===== src/design/urfl_pkg.sv =====
package urfl_pkg;

    // Item kinds carried in s_axis_tuser
    typedef enum logic [1:0] {
        KIND_READ  = 2'd0,
        KIND_WRITE = 2'd1,
        KIND_LINE  = 2'd2,
        KIND_NONE  = 2'd3
    } kind_t;

    // Register addresses
    localparam logic [2:0] ADDR_DATA   = 3'd1;
    localparam logic [2:0] ADDR_STATUS = 3'd3;
    localparam logic [2:0] ADDR_MODE   = 3'd5;
    localparam logic [2:0] ADDR_CMD    = 3'd7;

    // Sync write pointer codes
    localparam logic [1:0] SYNC_ONE = 2'd0;
    localparam logic [1:0] SYNC_TWO = 2'd1;
    localparam logic [1:0] SYNC_DLE = 2'd2;

    // Status bits
    localparam logic [5:0] ST_TXRDY = 6'h01;
    localparam logic [5:0] ST_RXRDY = 6'h02;
    localparam logic [5:0] ST_PERR  = 6'h08;
    localparam logic [5:0] ST_OERR  = 6'h10;
    localparam logic [5:0] ST_FERR  = 6'h20;
    localparam logic [5:0] ST_ERR   = ST_PERR | ST_OERR | ST_FERR;
    localparam logic [5:0] ST_IRQ   = ST_RXRDY | ST_TXRDY;

    // Command bits
    localparam logic [7:0] CM_TXEN  = 8'h01;
    localparam logic [7:0] CM_DTR   = 8'h02;
    localparam logic [7:0] CM_RXEN  = 8'h04;
    localparam logic [7:0] CM_BREAK = 8'h08;
    localparam logic [7:0] CM_RESET = 8'h10;
    localparam logic [7:0] CM_LOOP  = 8'h80;
    localparam logic [7:0] CM_MODE  = 8'hC0;

    typedef struct packed {
        kind_t      kind;
        logic [2:0] reg_addr;
        logic [7:0] data_in;
    } item_t;

    typedef struct packed {
        logic [7:0] read_data;
        logic       tx_valid;
        logic [7:0] tx_byte;
        logic       irq_level;
    } result_t;

endpackage


===== src/design/uart_register_file_loopback_top.sv =====
// UART register file with loopback. Each input item is a bus read, a bus
// write or a byte from the line (selected by s_axis_tuser) and gives exactly
// one result item with the read data, the byte sent to the line if any, and
// the interrupt level after the item. One item is accepted every cycle unless
// the result side stalls; an item passes through the input register, then the
// result register, and the register file update sits in the single stage
// between them. Backpressure on the result side stalls both stages.
module uart_register_file_loopback_top (
    input  logic        clk,
    input  logic        rst_n,
    input  logic        s_axis_tvalid,
    output logic        s_axis_tready,
    input  logic [15:0] s_axis_tdata,   // [2:0] reg_addr, [10:3] data_in, rest zero
    input  logic [1:0]  s_axis_tuser,   // [1:0] kind
    output logic        m_axis_tvalid,
    input  logic        m_axis_tready,
    output logic [23:0] m_axis_tdata,   // [7:0] read_data, [15:8] tx_byte, [16] irq_level
    output logic        m_axis_tuser    // [0] tx_valid
);

    logic              in_valid_reg;
    urfl_pkg::item_t   in_item_reg;
    logic              out_valid_reg;
    urfl_pkg::result_t out_result_reg;
    urfl_pkg::result_t result;
    logic              advance;
    logic              fire;

    // Result register can take a new item when empty or being drained
    assign advance       = !out_valid_reg || m_axis_tready;
    assign fire          = in_valid_reg && advance;
    assign s_axis_tready = !in_valid_reg || advance;

    always_ff @(posedge clk or negedge rst_n)
    begin
        if (!rst_n)
        begin
            in_valid_reg  <= 1'b0;
            out_valid_reg <= 1'b0;
        end
        else
        begin
            if (s_axis_tready)
                in_valid_reg <= s_axis_tvalid;
            if (advance)
                out_valid_reg <= in_valid_reg;
        end
    end

    always_ff @(posedge clk)
    begin
        if (s_axis_tready && s_axis_tvalid)
        begin
            in_item_reg.kind     <= urfl_pkg::kind_t'(s_axis_tuser);
            in_item_reg.reg_addr <= s_axis_tdata[2:0];
            in_item_reg.data_in  <= s_axis_tdata[10:3];
        end
        if (fire)
            out_result_reg <= result;
    end

    urfl_core u_core (
        .clk    (clk),
        .rst_n  (rst_n),
        .fire   (fire),
        .item   (in_item_reg),
        .result (result)
    );

    assign m_axis_tvalid = out_valid_reg;
    assign m_axis_tdata  = {7'b0, out_result_reg.irq_level, out_result_reg.tx_byte,
                            out_result_reg.read_data};
    assign m_axis_tuser  = out_result_reg.tx_valid;

    a_stall_holds_input: assert property (@(posedge clk) disable iff (!rst_n)
        in_valid_reg && !advance |=> in_valid_reg && $stable(in_item_reg))
        else $error("stalled item lost from input register");

    a_fire_fills_output: assert property (@(posedge clk) disable iff (!rst_n)
        fire |=> out_valid_reg)
        else $error("processed item did not reach result register");

    a_no_tx_byte_without_send: assert property (@(posedge clk) disable iff (!rst_n)
        out_valid_reg && !out_result_reg.tx_valid |-> out_result_reg.tx_byte == 8'h00)
        else $error("tx byte nonzero without a send");

endmodule


===== src/design/urfl_core.sv =====
module urfl_core (
    input  logic              clk,
    input  logic              rst_n,
    input  logic              fire,
    input  urfl_pkg::item_t   item,
    output urfl_pkg::result_t result
);

    logic [7:0] rx_holding_reg, rx_holding_next;
    logic [7:0] tx_holding_reg, tx_holding_next;
    logic [5:0] status_reg, status_next;
    logic [7:0] mode_one_reg, mode_one_next;
    logic [7:0] mode_two_reg, mode_two_next;
    logic [7:0] sync_one_reg, sync_one_next;
    logic [7:0] sync_two_reg, sync_two_next;
    logic [7:0] dle_char_reg, dle_char_next;
    logic [7:0] command_reg, command_next;
    logic       mode_ptr_reg, mode_ptr_next;
    logic [1:0] sync_ptr_reg, sync_ptr_next;
    logic [7:0] rd;
    logic       sent;

    always_comb
    begin
        rx_holding_next = rx_holding_reg;
        tx_holding_next = tx_holding_reg;
        status_next     = status_reg;
        mode_one_next   = mode_one_reg;
        mode_two_next   = mode_two_reg;
        sync_one_next   = sync_one_reg;
        sync_two_next   = sync_two_reg;
        dle_char_next   = dle_char_reg;
        command_next    = command_reg;
        mode_ptr_next   = mode_ptr_reg;
        sync_ptr_next   = sync_ptr_reg;
        rd              = 8'h00;
        sent            = 1'b0;
        case (item.kind)
            urfl_pkg::KIND_READ:
            begin
                case (item.reg_addr)
                    urfl_pkg::ADDR_DATA:
                    begin
                        status_next = status_reg & ~urfl_pkg::ST_RXRDY;
                        rd          = rx_holding_reg;
                    end
                    urfl_pkg::ADDR_STATUS: rd = {2'b00, status_reg};
                    urfl_pkg::ADDR_MODE:   rd = mode_ptr_reg ? mode_two_reg : mode_one_reg;
                    urfl_pkg::ADDR_CMD:    rd = command_reg;
                    default:               rd = 8'h00;
                endcase
            end
            urfl_pkg::KIND_WRITE:
            begin
                case (item.reg_addr)
                    urfl_pkg::ADDR_DATA:
                    begin
                        tx_holding_next = item.data_in;
                        if ((command_reg & urfl_pkg::CM_TXEN) != 8'h00)
                        begin
                            // Loopback mode feeds the byte straight back to receive
                            if ((command_reg & urfl_pkg::CM_MODE) == urfl_pkg::CM_LOOP)
                            begin
                                status_next     = status_reg | urfl_pkg::ST_IRQ;
                                rx_holding_next = item.data_in;
                            end
                            else
                            begin
                                status_next = status_reg | urfl_pkg::ST_TXRDY;
                                sent        = 1'b1;
                            end
                        end
                    end
                    urfl_pkg::ADDR_STATUS:
                    begin
                        case (sync_ptr_reg)
                            urfl_pkg::SYNC_ONE:
                            begin
                                sync_one_next = item.data_in;
                                sync_ptr_next = urfl_pkg::SYNC_TWO;
                            end
                            urfl_pkg::SYNC_TWO:
                            begin
                                sync_two_next = item.data_in;
                                sync_ptr_next = urfl_pkg::SYNC_DLE;
                            end
                            default:
                            begin
                                dle_char_next = item.data_in;
                                sync_ptr_next = urfl_pkg::SYNC_DLE;
                            end
                        endcase
                    end
                    urfl_pkg::ADDR_MODE:
                    begin
                        if (mode_ptr_reg)
                            mode_two_next = item.data_in;
                        else
                            mode_one_next = item.data_in;
                        mode_ptr_next = 1'b1;
                    end
                    urfl_pkg::ADDR_CMD:
                    begin
                        command_next = item.data_in;
                        status_next  = status_reg;
                        if ((item.data_in & urfl_pkg::CM_RESET) != 8'h00)
                            status_next = status_next & ~urfl_pkg::ST_ERR;
                        if ((item.data_in & urfl_pkg::CM_TXEN) != 8'h00)
                            status_next = status_next | urfl_pkg::ST_TXRDY;
                        else
                            status_next = status_next & ~urfl_pkg::ST_TXRDY;
                    end
                    default:
                    begin
                        sent = 1'b0;
                    end
                endcase
            end
            urfl_pkg::KIND_LINE:
            begin
                rx_holding_next = item.data_in;
                if ((command_reg & urfl_pkg::CM_RXEN) != 8'h00)
                    status_next = status_reg | urfl_pkg::ST_RXRDY;
            end
            default:
            begin
                rd = 8'h00;
            end
        endcase
    end

    always_ff @(posedge clk or negedge rst_n)
    begin
        if (!rst_n)
        begin
            rx_holding_reg <= 8'h00;
            tx_holding_reg <= 8'h00;
            status_reg     <= 6'h00;
            mode_one_reg   <= 8'h00;
            mode_two_reg   <= 8'h00;
            sync_one_reg   <= 8'h00;
            sync_two_reg   <= 8'h00;
            dle_char_reg   <= 8'h00;
            command_reg    <= 8'h00;
            mode_ptr_reg   <= 1'b0;
            sync_ptr_reg   <= urfl_pkg::SYNC_ONE;
        end
        else if (fire)
        begin
            rx_holding_reg <= rx_holding_next;
            tx_holding_reg <= tx_holding_next;
            status_reg     <= status_next;
            mode_one_reg   <= mode_one_next;
            mode_two_reg   <= mode_two_next;
            sync_one_reg   <= sync_one_next;
            sync_two_reg   <= sync_two_next;
            dle_char_reg   <= dle_char_next;
            command_reg    <= command_next;
            mode_ptr_reg   <= mode_ptr_next;
            sync_ptr_reg   <= sync_ptr_next;
        end
    end

    assign result.read_data = rd;
    assign result.tx_valid  = sent;
    assign result.tx_byte   = sent ? tx_holding_next : 8'h00;
    assign result.irq_level = (status_next & urfl_pkg::ST_IRQ) != 6'h00;

    a_tx_only_on_data_write: assert property (@(posedge clk) disable iff (!rst_n)
        fire && sent |-> item.kind == urfl_pkg::KIND_WRITE && item.reg_addr == urfl_pkg::ADDR_DATA)
        else $error("line byte sent by an item that is not a data write");

    a_errors_never_set: assert property (@(posedge clk) disable iff (!rst_n)
        (status_reg & urfl_pkg::ST_ERR) == 6'h00)
        else $error("error status bit set");

    a_sync_ptr_legal: assert property (@(posedge clk) disable iff (!rst_n)
        sync_ptr_reg == urfl_pkg::SYNC_ONE || sync_ptr_reg == urfl_pkg::SYNC_TWO ||
        sync_ptr_reg == urfl_pkg::SYNC_DLE)
        else $error("sync pointer out of range");

    a_mode_ptr_sticks: assert property (@(posedge clk) disable iff (!rst_n)
        mode_ptr_reg |=> mode_ptr_reg)
        else $error("mode pointer returned to mode one");

endmodule


===== config.mk =====
export PLATFORM = sky130hd
export DESIGN_NAME = uart_register_file_loopback_top
export DESIGN_NICKNAME = d
export VERILOG_FILES = /design/src/design/urfl_pkg.sv /design/src/design/uart_register_file_loopback_top.sv /design/src/design/urfl_core.sv
export SDC_FILE = /design/constraint.sdc
export NUM_CORES = 1
export LEC_CHECK = 0
export BUFFER_PORTS_ARGS = -buffer_cell sky130_fd_sc_hd__buf_2
export CAP_MARGIN = 20
export CORE_ASPECT_RATIO = 0.9
export CORE_MARGIN = 3
export CORE_UTILIZATION = 47
export CTS_BUF_LIST = sky130_fd_sc_hd__clkbuf_4
export DETAILED_ROUTE_END_ITERATION = 8
export GPL_ROUTABILITY_DRIVEN = 0
export PLACE_DENSITY = 0.74
export REMOVE_ABC_BUFFERS = 1
export SYNTH_ARGS = -nofsm -noshare
export SYNTH_HDL_FRONTEND = slang
export SYNTH_HIERARCHICAL = 1
export SYNTH_SLANG_ARGS = --single-unit

===== constraint.sdc =====
create_clock -name clk -period 2.5 [get_ports clk]
set_input_delay 0.125 -clock clk [delete_from_list [all_inputs] [get_ports clk]]
set_output_delay 0.125 -clock clk [all_outputs]
set_load 0.03 [all_outputs]

# Word-level counts from Yosys, hierarchy flattened
# Cells that the tools add are included.
# totals
in_bits	22
mem_bits_ro	0
memories	0
out_inout_bits	27
mem_bits_rw	0
word_cells	66
latchBits	0
ff_bits	80
# op_classes
div_mod_pow	0
multipliers	0
n_reduce_logical	15
eq_ne	10
add_sub_neg	0
shifts	0
n_lt_le_gt_ge	0
n_mux	20
bitwise	4
# ops
operator	count
$mux W8	6
$pmux W8 S4	1
$pmux W6 S3	1
$pmux W8 S2	1
$mux W6	2
$pmux W6 S2	1
$reduce_and A4 Y1	2
$eq A3 B3 Y1 const B	2
$mux W2	3
$reduce_and A3 Y1	2
$reduce_and A6 Y1	1
$reduce_bool A6 Y1	1
$mux W1	5
$reduce_and A5 Y1	1
$eq A2 B2 Y1 const B	2
$ne A2 B1 Y1 const B	2
$not A1 Y1	4
$eq A3 B1 Y1 const B	1
$eq A3 B2 Y1 const B	1
$eq A2 B1 Y1 const B	1
$logic_and A1 B1 Y1	2
$logic_not A1 Y1	2
$logic_not A2 Y1	1
$logic_or A1 B1 Y1	2
2 further kinds	2

# Logic depth before layout (Yosys ltp)
# Gate-level depths: netlist (run 1).
# depth
ltp_word	6
depth_mapped	7

# Modules after synthesis
# Netlist (run 1), hierarchy kept.
# by_module_without_submodules
module	instances	seq_area_each_um2	area_per_inst_um2	cells_each
urfl_core	1	875.8	2122.0	193
uart_register_file_loopback_top	1	980.9	1091.0	47

# Least setup slack after synthesis (run 1)
# Ideal clock, no wire load.
# synth_path
kind	reg-to-reg
start	register out_valid_reg (netlist: m_axis_tvalid)
end	register u_core.mode_one_reg[0]
synth_period_minus_slack_ns	2.251
setup_time_ns	0.125
slack_ns	0.249
n_path_buf	1
stages_incl_launch_ff	7
arrival_ns	2.126
path_cell_list	dfrtp_1 nand2b_1 and2_1 and3b_1 and4b_1 buf_4 mux2_2
# synth_via
elab_chain_len	4
# synth_rtl
element	line_no	text
start: declaration	uart_register_file_loopback_top.sv:23	logic out_valid_reg;
start signal: assignment	uart_register_file_loopback_top.sv:46	out_valid_reg <= in_valid_reg;
$logic_not A1 Y1	uart_register_file_loopback_top.sv:30	assign advance = !out_valid_reg || m_axis_tready;
$logic_or A1 B1 Y1	uart_register_file_loopback_top.sv:30	
$logic_and A1 B1 Y1	uart_register_file_loopback_top.sv:31	assign fire = in_valid_reg && advance;
named net fire	uart_register_file_loopback_top.sv:27	logic fire;
$reduce_and A4 Y1 (no source line)	-	
end signal: assignment	urfl_core.sv:153	mode_one_reg <= mode_one_next;
end: declaration	urfl_core.sv:12	logic [7:0] mode_one_reg, mode_one_next;
# The timed path passes the listed nets, and every way through them passes these cells.
# A chain may end at the register's enable or synchronous reset.

# Worst setup path in the final report (run 1)
# layout_path
start	register in_item_reg[12] (netlist bit)
end	register u_core.mode_one_reg[2]
# layout_via
elab_chain_len	2
# layout_rtl
element	line_no	text
start: declaration	uart_register_file_loopback_top.sv:22	urfl_pkg::item_t in_item_reg;
$eq A2 B1 Y1	-	
$reduce_and A4 Y1 (no source line)	-	
# No other way between the ends.

==> results of run 1 <==
## placed cells by master, fill, tap and decap left out, types with 7 or more instances in the layout
| cell type | count |
|---|---|
| edfxtp_1 | 31 |
| nor2_1 | 8 |
| dfrtp_1 | 37 |
| o211ai_2 | 8 |
| a22o_1 | 8 |
| mux2_2 | 23 |
| nand4_1 | 9 |
| dlygate4sd3_1 | 17 |
| and2_1 | 10 |
| conb_1 | 7 |
| mux2i_1 | 8 |
| nand3_1 | 9 |
| a31oi_1 | 8 |
| o211a_1 | 8 |
| nor2b_1 | 10 |
| buf_2 | 36 |
| buf_4 | 8 |
| clkbuf_4 | 9 |
## Yosys cell counts (all sizes together)
master / number
a22o: 8
nand4: 10
a211oi: 1
nor2b: 10
nor3b: 2
a31oi: 8
o211a: 8
o2111ai: 1
a31o: 1
edfxtp: 31
nand3b: 2
mux2: 25
conb: 1
nor2: 8
o2111a: 1
nand4b: 2
nor4bb: 2
o211ai: 8
dfrtp: 37
and2: 12
mux2i: 8
buf: 21
nand2b: 4
or4bb: 1
a41o: 1
nand4bb: 1
nand2: 2
or3b: 1
and3b: 1
inv: 1
and4b: 1
nand3: 9
o21ai: 3
clkbuf: 5
a21oi: 2
and3: 1
## worst max-delay path, stage by stage, from the launching register on
cell,delay (ns)
edfxtp_1,0.53
nor2b_1,0.47
and4b_1,0.54
mux2_2,0.38
## routing by layer
metal	vias up	GRT usage, %
met5	-	0
met4	0	6.66
met3	10	5.82
met2	82	32.3
met1	1115	24.9
li1	1002	-
## cells by family after synthesis
logic type             Yosys count  share of synthesized area, %
flip-flops                      68                          57.8
AO/OA/AOI/OAI                   42                          11.6
buffers and inverters           27                          5.02
AND/OR/NAND/NOR                 69                          14.3
other                            1                         0.117
multiplexers                    33                          11.3
## power by group through the flow
stage	clock, mW	sequential (mW)	combinational, mW
after floorplan	0	1.47	0.256
after global placement	0	1.45	0.397
after detailed placement	0	1.46	0.407
after CTS	0.910	1.44	0.429
after global routing	0.974	1.46	0.474
final	0.888	1.44	0.432
## path summary, 6_finish.rpt
| kind | depth (start not counted) | endpoint | slack [ns] | from |
|---|---|---|---|---|
| worst min register to register | 1 | u_core/mode_one_reg[6] | 0.51 | u_core/mode_one_reg[6] |
| min in group clk | 2 | in_item_reg[1] | 0.41 | s_axis_tdata[4] |
| max in group asynchronous | 2 | u_core/mode_one_reg[6] | 1.62 | rst_n |
| worst max-delay path | 3 | u_core/mode_one_reg[2] | 0.46 | in_item_reg[12] |
| worst min-delay path | 2 | u_core/command_reg[0] | 0.35 | rst_n |
| worst max register to register | 3 | u_core/mode_one_reg[2] | 0.46 | in_item_reg[12] |
## stage by stage
| step | setup slack, ns | TNS, ns | std cells | cell area (sq um) | hold WS [ns] |
|---|---|---|---|---|---|
| floorplan | -0.479 | -7.22 | 220 | 3080 | -0.171 |
| global placement | 0.526 | 0 | 351 | 3430 | 0.274 |
| detailed placement | 0.527 | 0 | 351 | 3430 | 0.279 |
| CTS | 0.496 | 0 | 384 | 3780 | 0.346 |
| global route | 0.340 | 0 | 384 | 3780 | 0.375 |
| finish | 0.464 | 0 | 384 | 3780 | 0.346 |
## cell type report
class	instances	share of cell area, %
clock buffers	9	1.79
well taps	87	2.88
flip-flops and latches	68	49.1
clock inverters	7	3.04
repair buffers	61	10.9
inverters	1	0.0993
multi-input cells	151	32.2
==> impl_summary.log, run 1 <==
[metrics] run status: finished, final reports clean
[metrics] clock network fraction of design power: 32.2%
[metrics] leakage power: ~1.7 nW
[metrics] RSZ-0062 raised after global routing: false
[metrics] Max VDD drop: 0.433 mV
[metrics] clk buf depth: 2
[metrics] post-CTS clock slew at the launch and capture registers of the worst setup and hold paths: roughly 0.11 ns
[metrics] buffers inserted during post-CTS setup optimization: 0
[metrics] GR Util All Layers: 19.7%
[metrics] leading post-synthesis cells by cell area: edfxtp_1 (29%), dfrtp_1 (29%), mux2_2 (8.1%), buf_4 (3.3%), o211ai_2 (3.1%)
[metrics] final routed DRC violation total: 0
[metrics] count of final setup violators: 0
[metrics] pin count of the biggest net entering global routing: 38
[metrics] Synth Warn #: 6
[metrics] post-CTS resize count: 0
[metrics] placement row count: 27
[metrics] number of search-and-repair iterations in the first detailed-routing pass: 5
[metrics] die outline area: 7870 sq um
[metrics] slew at the pin with the worst max-slew slack: between 0.8 and 0.9 ns
[metrics] Net Switching: between 0.7 and 0.8 mW
[metrics] area of combinational cells with multiple inputs: 1220 sq um
[metrics] number of global-route vias before repair: between 2k and 2.5k
[metrics] number of flip-flops in the largest register: 17
[metrics] post-synthesis instance total: 240
[metrics] share of power burned in combinational logic: between 10% and 20%
[metrics] Post-Syn Area: around 3200 sq um
[metrics] Max Cap Viol: 0
[metrics] worst clock skew on the final layout: 0.00920 ns
[metrics] Port-buffer cells: 36
[metrics] clock insertion delay at the later pin of the skew report: roughly 0.40 ns
[metrics] post-synth top area cell: edfxtp_1
[metrics] area growth from synthesis to final layout: 17.7%
[metrics] total length of routed wires: between 7 and 8 mm
[metrics] CP Capture Type: flop
[metrics] CP Launch Type: flop
[metrics] Detail Route met3 WL: 439 um
[metrics] WL met2: roughly 3.5 mm
[metrics] filler cell count: 534
[metrics] core box area: 6350 sq um
[metrics] number of antenna repair diodes: 0
[metrics] final period utilization: about four fifths
[metrics] Sequential Power Share: 52.2%
[metrics] routed wirelength normalized by instance count: about 18 um
[metrics] CTS tree: built
[metrics] synthesized area per cell: around 13 sq um
[metrics] hold crit path type: input pin to async pin
[metrics] Max Fanout on Critical Path: 10
[metrics] sequential standard cell area: 1860 sq um
[metrics] number of vias per cell after detailed routing: ~5.8
[metrics] number of placed I/O pins: between 40 and 50
[metrics] number of CTS-inserted buffers: 9
[metrics] required time worst endpoint: roughly 2.8 ns
[metrics] die height: approximately 84 um
[metrics] count of final max-slew check failures: 0
[metrics] Crit Path Class: flop to flop
[metrics] fraction of layout cells with a size suffix above 1: 32.7%
[metrics] Seq/Total Area, Yosys: 57.8%
[metrics] final core utilization: about three fifths
[metrics] master cell of the clock root buffer: clkbuf_4
[metrics] starting density of the core: about half
[metrics] H-Tree Depth: 3
[metrics] first-pass GRT wire length: 11.7 mm
[metrics] PnR Total Power: roughly 2.8 mW
[metrics] Hold Buf Count CTS: 17
[metrics] highest routing layer actually used: met4
[metrics] count of nets after finishing: roughly 310
[metrics] maximum clock frequency: 0.491 GHz
[metrics] pwr dens: 730 nW/um^2
[metrics] number of hold violations in the final report: 0
[metrics] register bit count reported by yosys: between 60 and 70
[metrics] area share of the largest cell type after synthesis: about 29%
[metrics] count of clock tree sinks: 68
[metrics] die width: 93.2 um
[metrics] placed wire-length estimate: between 4 and 5 mm
[metrics] max_slew headroom: 43.8%
[metrics] post-route minimum period: roughly 2.0 ns
[metrics] cell internal power dissipation: just over 2 mW
[metrics] via count: around 2.2k
[metrics] initial antenna violation count: 0
[metrics] detailed-route wire length on metal 1: between 2 and 3 mm
[metrics] GR Overflow Total: 0
[metrics] switching share of power: approximately 27%
[metrics] count of routing violations after the opening detailed-route iteration: about 180
[metrics] arrival time at the worst endpoint: around 2.3 ns
[metrics] Routed Antenna Nets: 0
[metrics] synth unique cells: between 40 and 50
Power figures use the tool's default switching activity.
==> inputs of run 2 (changes only) <==
Settings changed: ABC_AREA set to 1, PLACE_DENSITY 0.74 to 0.76.
Clock period 2.5 ns to 1.7 ns, I/O delays scaled along.
==> run 2 against run 1 <==
  * Clock power rose by 17%
  * Register-to-register slack worse by 0.28 ns
  * Routed wire length shrank 5.5%
  * Die area is 2.2% higher
  * Maximum frequency is 35% higher
  * Critical path depth rose by 3
  * Sequential share of layout area increased by 3.1 points
  * Critical endpoint is now u_core/command_reg[1]
  * Largest cell class unchanged
==> impl_summary.log, run 2 <==
[metrics] via count: 2400 (was 2209)
[metrics] total length of routed wires: 6.61 mm (was 7.00 mm)
[metrics] first-pass GRT wire length: 11.4 mm (was 11.7 mm)
[metrics] Synth Warn #: 6 (unchanged)
[metrics] number of global-route vias before repair: 2456 (was 2223)
[metrics] worst clock skew on the final layout: 0.0183 ns (was 0.00920 ns)
[metrics] die outline area: 8040 sq um (was 7870 sq um)
[metrics] share of synthesized flip-flops with an asynchronous set or reset: 59.2% (was 54.4%)
[metrics] die height: 85.4 um (was 84.4 um)
[metrics] count of final max-slew check failures: 0 (unchanged)
[metrics] commonest cells after routing, fill and taps aside: nand2_1 (78), dfrtp_1 (45), inv_1 (38) (was dfrtp_1 (37), buf_2 (36), edfxtp_1 (31))
[metrics] number of antenna repair diodes: 0 (unchanged)
[metrics] dpl cell area: 3600 sq um (was 3430 sq um)
[metrics] library cell with the highest instance count after synthesis: nand2_1 (was dfrtp_1)
[metrics] area share of the largest cell type after synthesis: 34.2% (was 29.0%)
[metrics] clock insertion delay at the later pin of the skew report: 0.42 ns (was 0.40 ns)
[metrics] leading post-synthesis cells by cell area: dfrtp_1 (34%), edfxtp_1 (28%), nand2_1 (8.9%), o21ai_0 (5.5%), inv_1 (4.3%) (was edfxtp_1 (29%), dfrtp_1 (29%), mux2_2 (8.1%), buf_4 (3.3%), o211ai_2 (3.1%))
[metrics] most common flop cell mapped by yosys: dfrtp_1 (unchanged)
[metrics] placement row count: 28 (was 27)
[metrics] post-route minimum period: 1.51 ns (was 2.04 ns)
[metrics] hold crit path type: input pin to async pin (unchanged)
[metrics] delay of the slowest cell on the worst path: 0.43 ns (was 0.54 ns)
[metrics] CTS tree: built (unchanged)
[metrics] count of flip-flops with a built-in enable after synthesis: 31 (unchanged)
[metrics] number of flip-flops in the largest register: 17 (unchanged)
[metrics] Crit Path Class: flop to flop (unchanged)
[metrics] CP Launch Type: flop (unchanged)
[metrics] maximum clock frequency: 0.661 GHz (was 0.491 GHz)
[metrics] GR Util All Layers: 18.9% (was 19.7%)
[metrics] Post-Syn Area: 3290 sq um (was 3210 sq um)
[metrics] area of all placed cells without fillers: 3940 sq um (was 3780 sq um)
[metrics] routed wirelength normalized by instance count: 13.4 um (was 18.2 um)
[metrics] Max Cap Viol: 0 (unchanged)
[metrics] synthesized area per cell: 10.1 sq um (was 13.4 sq um)
[metrics] final period utilization: 89.1% (was 81.5%)
[metrics] filler cell count: 561 (was 534)
[metrics] die width: 94.2 um (was 93.2 um)
[metrics] count of routing violations after the opening detailed-route iteration: 234 (was 182)
[metrics] number of placed I/O pins: 49 (unchanged)
[metrics] commonest non-fill, non-tap cell in the layout: nand2_1 (was dfrtp_1)
[metrics] fraction of layout cells with a size suffix above 1: 21.9% (was 32.7%)
[metrics] Max VDD drop: 0.664 mV (was 0.433 mV)
[metrics] area growth from synthesis to final layout: 19.9% (was 17.7%)
[metrics] Max Fanout on Critical Path: 17 (was 10)
[metrics] core box area: 6690 sq um (was 6350 sq um)
[metrics] number of vias per cell after detailed routing: 4.88 (was 5.75)
[metrics] starting density of the core: 49.1% (was 50.6%)
[metrics] Crit path buffers/inverters: 2 (was 0)
[metrics] most frequent cells after synthesis: nand2_1 (78), dfrtp_1 (45), inv_1 (38) (was dfrtp_1 (37), edfxtp_1 (31), mux2_2 (23))
[metrics] Seq/Total Area, Yosys: 62.6% (was 57.8%)
[metrics] post-CTS clock slew at the launch and capture registers of the worst setup and hold paths: 0.12 ns (was 0.11 ns)
[metrics] post-synthesis instance total: 327 (was 240)
[metrics] number of search-and-repair iterations in the first detailed-routing pass: 4 (was 5)
[metrics] final routed DRC violation total: 0 (unchanged)
[metrics] master cell of the clock root buffer: clkbuf_4 (unchanged)
[metrics] initial antenna violation count: 0 (unchanged)
[metrics] required time worst endpoint: 2.05 ns (was 2.79 ns)
[metrics] sequential standard cell area: 2060 sq um (was 1860 sq um)
[metrics] worst-path cell chain: a21oi_2 -> inv_2 -> nor3_4 -> buf_4 -> nor2_1 -> a21oi_1 (was nor2b_1 -> and4b_1 -> mux2_2)
[metrics] synth unique cells: 23 (was 43)
[metrics] Port-buffer cells: 36 (unchanged)
[metrics] GR Overflow Total: 0 (unchanged)
[metrics] pin count of the biggest net entering global routing: 46 (was 38)
[metrics] count of nets after finishing: 419 (was 314)
[metrics] count of final setup violators: 0 (unchanged)
[metrics] H-Tree Depth: 3 (unchanged)
[metrics] number of CTS-inserted buffers: 9 (unchanged)
[metrics] arrival time at the worst endpoint: 1.86 ns (was 2.33 ns)
[metrics] pwr dens: 1020 nW/um^2 (was 730 nW/um^2)
[metrics] placed wire-length estimate: 4.50 mm (was 4.49 mm)
[metrics] max_slew headroom: 61.2% (was 43.8%)
[metrics] post-synth top area cell: dfrtp_1 (was edfxtp_1)
[metrics] Critical Path Slowest Stage Cell: dfrtp_1 (was and4b_1)
[metrics] count of clock tree sinks: 76 (was 68)
[metrics] Setup Slack @ Placement: 0.135 ns (was 0.527 ns)
[metrics] leakage power: 1.79 nW (was 1.70 nW)
[metrics] area of combinational cells with multiple inputs: 1000 sq um (was 1220 sq um)
[metrics] run status: finished, final reports clean (unchanged)
[metrics] slew at the pin with the worst max-slew slack: 0.582 ns (was 0.844 ns)
[metrics] number of hold violations in the final report: 0 (unchanged)
[metrics] final setup margin: 0.186 ns (was 0.464 ns)
[metrics] cell family with most CP delay: compound AO/OA/AOI/OAI gates (was simple AND/OR/NAND/NOR gates)
[metrics] Routed Antenna Nets: 0 (unchanged)
[metrics] clk buf depth: 2 (unchanged)
[metrics] register bit count reported by yosys: 76 (was 68)
[metrics] CP Capture Type: flop (unchanged)
[metrics] RSZ-0062 raised after global routing: false (unchanged)
run 2: cell types whose count changed after synthesis, sizes merged, moves of 17 or more:
cell   change
nor2      +19
mux2      -25
nand2     +80
a21oi     +17
inv       +39
o21ai     +41
run 2: layer usage:
layer / vias up / global-route usage (%) / routed length, um / part of all wire [%]
met5: - / 0 / 0 / 0
met3: 14 / 6.56 / 471 / 7.1
met1: 1117 / 23.3 / 2800 / 42
met2: 70 / 30.5 / 3190 / 48
li1: 1199 / - / - / -
met4: 0 / 7.35 / 148 / 2.2
run 2: stage by stage:
stage | total power [mW] | hold slack (ns) | utilization (%) | setup TNS (ns) | instances
after floorplan | 2.77 | -0.211 | - | -54.16 | 317
after detailed placement | 2.99 | 0.212 | 53.8 | 0 | 458
final | 4.04 | 0.264 | 58.9 | 0 | 492
after global placement | 2.95 | 0.204 | 53.8 | 0 | 458
after CTS | 4.07 | 0.269 | 58.3 | 0 | 491
after global routing | 4.29 | 0.305 | 58.9 | 0 | 492
run 2: path summary, 6_finish.rpt:
| check | start | to | slack [ns] | depth (start not counted) |
|---|---|---|---|---|
| setup / recovery | m_axis_tvalid | u_core/command_reg[1] | 0.19 | 6 |
| setup reg to reg | m_axis_tvalid | u_core/command_reg[1] | 0.19 | 6 |
| hold / removal | rst_n | u_core/mode_one_reg[4] | 0.26 | 3 |
| hold reg to reg | in_item_reg[3] | u_core/command_reg[3] | 0.49 | 2 |
| min in group clk | s_axis_tdata[9] | in_item_reg[6] | 0.37 | 2 |
| max in group asynchronous | rst_n | m_axis_tvalid | 1.02 | 3 |
run 2: cells by family after synthesis:
logic type             share of synthesized area [%]
AOI/OAI and AO/OA                               12.8
buffers and inverters                           8.22
DFF                                             62.6
other                                          0.114
and+or+nand+nor                                 16.3
run 2: timing repair:
| action | CTS | global route |
|---|---|---|
| hold buffers | 17 | 0 |
| setup endpoints to repair | 0 | 21 |
| hold endpoints to repair | 60 | 0 |
| resized for setup | 0 | 4 |
| setup buffers | 0 | 1 |
run 2: layout make-up:
type | count | share of cell area [%]
well taps | 90 | 2.86
repair buffers | 69 | 12.3
inverters | 40 | 3.81
multi-input cells | 201 | 25.5
flip-flops and latches | 76 | 52.2
clock buffers | 12 | 2.28
clock inverters | 4 | 1.05
run 2: power breakdown:
group          leakage (nW)  internal [mW]  switching [mW]
clock                0.0740          0.486           0.556
sequential            0.868           2.18           0.129
combinational         0.851          0.244           0.446
run 2: worst register-to-register path, cell delays in order, from the launching register on:
cell and delay (ns):
dfrtp_1 0.43, a21oi_2 0.33, inv_2 0.10, nor3_4 0.18, buf_4 0.25, nor2_1 0.06, a21oi_1 0.11
